### config.mk
export PLATFORM = sky130hd
export DESIGN_NAME = srt_cell
export DESIGN_NICKNAME = d
export VERILOG_FILES = /design/src/sv/srt_pkg.sv /design/src/sv/srt_cell.sv
export SDC_FILE = /design/constraint.sdc
export NUM_CORES = 1
export LEC_CHECK = 0
export BUFFER_PORTS_ARGS = -buffer_cell sky130_fd_sc_hd__buf_2
export CORE_AREA = 2 2 149 151
export CTS_CLUSTER_SIZE = 10
export DETAILED_ROUTE_END_ITERATION = 8
export DIE_AREA = 0 0 151 153
export SLEW_MARGIN = 10
export SYNTH_ARGS = -nofsm -noshare
export SYNTH_HDL_FRONTEND = slang
export SYNTH_SLANG_ARGS = --single-unit
### constraint.sdc
create_clock -name clk -period 4.34 [get_ports clk]
set_input_delay 0.868 -clock clk [delete_from_list [all_inputs] [get_ports clk]]
set_output_delay 0.868 -clock clk [all_outputs]
set_load 0.01 [all_outputs]
### src/sv/srt_pkg.sv
package srt_pkg;

	localparam int MAX_ENTRIES = 32;
	localparam int CNT_W       = $clog2(MAX_ENTRIES + 1);

	typedef logic [CNT_W-1:0] cnt_t;

	localparam logic [1:0] MODE_INSERT = 2'd0;
	localparam logic [1:0] MODE_CHECK  = 2'd1;
	localparam logic [1:0] MODE_CLEAR  = 2'd2;

	localparam logic [3:0] ST_INSERTED  = 4'd0;
	localparam logic [3:0] ST_TOO_LONG  = 4'd1;
	localparam logic [3:0] ST_FULL      = 4'd2;
	localparam logic [3:0] ST_WRAP      = 4'd3;
	localparam logic [3:0] ST_DUPLICATE = 4'd4;
	localparam logic [3:0] ST_OVERLAP   = 4'd5;
	localparam logic [3:0] ST_CONTIG    = 4'd6;
	localparam logic [3:0] ST_GAP       = 4'd7;
	localparam logic [3:0] ST_CHAIN_OVL = 4'd8;
	localparam logic [3:0] ST_CLEARED   = 4'd9;

	localparam logic [15:0] MAX_LEN_RST = 16'd1500;

	// broadcast from the control to every cell
	typedef struct packed {
		logic        upd;
		logic [31:0] seq;
		logic [15:0] len;
		logic [32:0] new_end;
	} cell_ctl_t;

	// per-cell compare results
	typedef struct packed {
		logic below;
		logic early_ovl;
		logic dup;
		logic later_ovl;
		logic gap;
		logic chain_ovl;
	} cell_flags_t;

endpackage

### src/sv/srt_cell.sv
module srt_cell (
	input  logic                clk,
	input  srt_pkg::cell_ctl_t  ctl,
	input  logic                occ,
	input  logic [31:0]         left_seq,
	input  logic [15:0]         left_len,
	input  logic                left_below,
	input  logic [31:0]         right_seq,
	input  logic                right_occ,
	output logic [31:0]         seq,
	output logic [15:0]         len,
	output srt_pkg::cell_flags_t flags
);

	logic [31:0] seq_q;
	logic [15:0] len_q;
	logic [32:0] end_c;
	logic        below;
	logic        first_ge;
	logic        ins_here;

	assign end_c    = {1'b0, seq_q} + {17'b0, len_q};
	assign below    = occ && (seq_q < ctl.seq);
	assign first_ge = occ && !below && left_below;
	assign ins_here = !below && left_below;

	always_comb begin
		flags.below     = below;
		flags.early_ovl = below && (end_c > {1'b0, ctl.seq});
		flags.dup       = first_ge && (seq_q == ctl.seq);
		flags.later_ovl = first_ge && ({1'b0, seq_q} < ctl.new_end);
		flags.gap       = right_occ && (end_c < {1'b0, right_seq});
		flags.chain_ovl = right_occ && (end_c > {1'b0, right_seq});
	end

	// take the new segment at the insert point, the left neighbor above it
	always_ff @(posedge clk) begin
		if (ctl.upd && !below) begin
			if (ins_here) begin
				seq_q <= ctl.seq;
				len_q <= ctl.len;
			end else begin
				seq_q <= left_seq;
				len_q <= left_len;
			end
		end
	end

	assign seq = seq_q;
	assign len = len_q;

endmodule

==> summary.md <==
| Metric | Value |
|---|---|
| I/O pin cnt | `220` |
| Number of enable flip-flop cells after synthesis | `between 40 and 50` |
| CTS tree | `yes` |
| Antenna cells | `0` |
| Place WS | `-0.631 ns` |
| Antenna violations before repair | `0` |
| Yosys reg bits | `48` |
| Pwr Density | `roughly 260 mW/mm²` |
| RSZ-0062 raised after global routing | `yes` |
| Slew Viols, Final | `0` |
| Worst path max stage delay | `between 0.3 and 0.4 ns` |
| Final Cell Area | `~0.009 mm²` |
| Routed via count | `6260` |
| CTS root buffer | `clkbuf_16` |
| Worst hold margin | `roughly 0.84 ns` |
| Internal reg-to-reg setup slack | `roughly 0.7 ns` |
| Placed inst area | `around 0.0086 mm²` |
| Longest Clk Path Bufs | `2` |
| Setup TNS | `-2.06 ns` |
| Tightest Hold Check Type | `in -> reg` |
| Cell total after placement | `1285` |
| Area occupied by multi-input gates | `0.00457 mm²` |
| Synth cell types | `55` |
| RD Place Congestion | `roughly 0.87` |
| Upper clock frequency limit | `slightly below 200 MHz` |
| Syn Nets | `997` |
| CP max stage cell | `edfxtp_1` |
| Commonest non-fill, non-tap cell in the layout | `buf_2` |
| Most frequent CP cell | `a21o_1` |
| Area leader, netlist | `ha_1` |
| Final std cells w/o fill | `1297` |
| Area contributors post-synth | `ha_1, edfxtp_1, inv_1` |
| Sink Count | `48` |
| Leakage power | `approximately 4.6 nW` |
| Slew HR | `0.361` |
| Yosys top cell area share | `0.281` |
| Hold Violations, Final | `0` |
| Starting DRT DRC Count | `approximately 330` |
| Largest net degree at the start of global routing | `49` |
| DRT Pass-1 Iters | `5` |
| Warnings, synthesis | `0` |
| Antenna-violating nets left | `0` |
| # setup viols final | `3` |
| Most frequently used flop master after synthesis | `edfxtp_1` |
| Max-Cap Viols | `0` |
| Final period util | `1.16` |
| DR WL/cell | `between 15 and 20 µm` |
| GR Util All Layers | `0.193` |
| Crit-path cells | `ha_2 > inv_2 > fa_2 > nor2b_2 > o31a_1 > o41ai_4 > a21oi_2 > a31o_2 > nand3_2 > xnor2_2 > ha_1 > a21o_1 > a21o_1 > a21oi_1 > o21ai_1 > a211o_1 > a31oi_4 > and3_1 > buf_2` |
| CTS buffer count | `5` |
| Synth Area per Inst | `around 9 µm²` |
| # nets final | `between 1000 and 1500` |
| Die H | `153 µm` |
| Worst-Margin Slew | `0.959 ns` |
| Core Area | `0.0215 mm²` |
| Worst Setup Path Type | `reg -> out` |
| Commonest cells after routing, fill and taps aside | `buf_2, ha_1, buf_4` |
| Cell count after synthesis | `around 700` |
| Asr flop ratio synth | `0` |
| Violated checks | `negative setup slack` |
| Clk_lat worst skew | `~0.32 ns` |
| CP Data Required Time | `3.47 ns` |
| # port buffers | `about 220` |
| Post-DR vias/cell | `slightly below 5` |
| Hpwl dp | `about 19000 µm` |
| Die area | `about 0.023 mm²` |
| Crit-path max FO | `4` |
| DRC Markers | `0` |
| Die W | `around 150 µm` |
| Worst setup EP type | `primary output` |
| Final wirelength | `22300 µm` |
| Startpoint types | `flop` |
| Vias in the first global route | `between 6000 and 7000` |
| Fillcell total | `between 2000 and 2500` |
| Buf/Inv on CP | `2` |
| Register Area | `~0.0014 mm²` |
| Final core occ | `0.412` |
| H-tree depth | `2` |
| CP delay by family, top | `compound AO/OA/AOI/OAI gates` |
| Initial Util | `0.296` |
| Total power | `between 2 and 2.5 mW` |
| Layout cell share with drive strength beyond 1 | `0.407` |
| Minimum clock period | `about 5 ns` |
| Area grow syn2layout | `39.3%` |
| Syn Std Cell Area | `between 0.006 and 0.007 mm²` |
| Fin Clk Skew | `0.0114 ns` |
| Final setup margin | `-0.709 ns` |
| WP data arrival | `about 4.2 ns` |
| Grt total ovfl | `0` |
| Status | `finished, violations left` |
| Global-route wire length before repair | `34000 µm` |
| Cell Rows | `between 50 and 60` |
| Maximum vdd drop | `~0.15 mV` |
| Seq/Total Area, Yosys | `0.227` |
| CTS clk-pin slew, worst paths | `roughly 0.08 ns` |
## per-layer routing
metal / vias up / global-route usage / wire length, µm
met5: - / 0 / 0
met4: 0 / 0.0298 / 197
met3: 12 / 0.0272 / 1300
met2: 215 / 0.329 / 10400
met1: 2828 / 0.262 / 10400
li1: 3205 / - / -
## worst paths after layout
path | startpoint | end | cells past startpoint
setup reg to reg | seq[17]$_DFFE_PP_ | len[15]$_DFFE_PP_ | 9
hold / removal | ctl[44] | len[11]$_DFFE_PP_ | 2
hold reg to reg | seq[15]$_DFFE_PP_ | seq[16]$_DFFE_PP_ | 8
setup / recovery | seq[0]$_DFFE_PP_ | flags[1] | 19
## Yosys cell counts (2+ instances only)
| master | number |
|---|---|
| a211o_1 | 4 |
| a211oi_1 | 7 |
| a21o_1 | 22 |
| a21oi_1 | 47 |
| a221oi_1 | 3 |
| a31oi_1 | 2 |
| and2_1 | 2 |
| and3_1 | 6 |
| buf_2 | 2 |
| buf_8 | 2 |
| clkbuf_1 | 3 |
| edfxtp_1 | 48 |
| ha_1 | 143 |
| inv_1 | 107 |
| mux2_2 | 28 |
| mux2_4 | 20 |
| nand2_1 | 20 |
| nand2b_1 | 3 |
| nand3_1 | 19 |
| nand4_1 | 29 |
| nor2_1 | 32 |
| nor2b_1 | 7 |
| nor3_1 | 18 |
| nor4_1 | 6 |
| o2111ai_1 | 4 |
| o211ai_1 | 13 |
| o21a_1 | 7 |
| o21ai_0 | 26 |
| o22ai_1 | 4 |
| o31a_1 | 2 |
| or2_2 | 2 |
| or3_1 | 2 |
| xnor2_1 | 18 |
| xor2_1 | 8 |
## what timing repair did
action	4_1_cts	5_1_grt
hold buffers	0	0
gates resized for setup	13	3
setup buffers	5	0
endpoints found under the setup margin	3	3
pin swaps	18	2
## cell families (layout without fill, tap and decap cells)
kind of cell,after synthesis,after routing,share of synthesized area
XOR/XNOR,26,26,0.0358
buffers and inverters,116,446,0.0742
multiplexers,48,48,0.0968
adder cells (fa/ha/maj),144,144,0.285
AND/OR/NAND/NOR,149,149,0.120
flip-flops,48,48,0.227
AO/OA/AOI/OAI,156,156,0.162
## where the power goes
group / internal [mW] / switching, mW
logic: 0.604 / 0.632
registers: 0.564 / 0.0266
clock network: 0.213 / 0.219
## flip-flops by register name (all words and copies together), names as in the netlist
name,cells
len,16
seq,32
## area by class of cell
cell class | instances | area share
Clock buffer | 5 | 0.0141
Clock inverter | 3 | 0.00212
Inverter | 107 | 0.0454
Multi-Input combinational cell | 523 | 0.516
Sequential cell | 48 | 0.163
Tap cell | 280 | 0.0396
Timing Repair Buffer | 331 | 0.220
(Power assumes the default switching activity.)
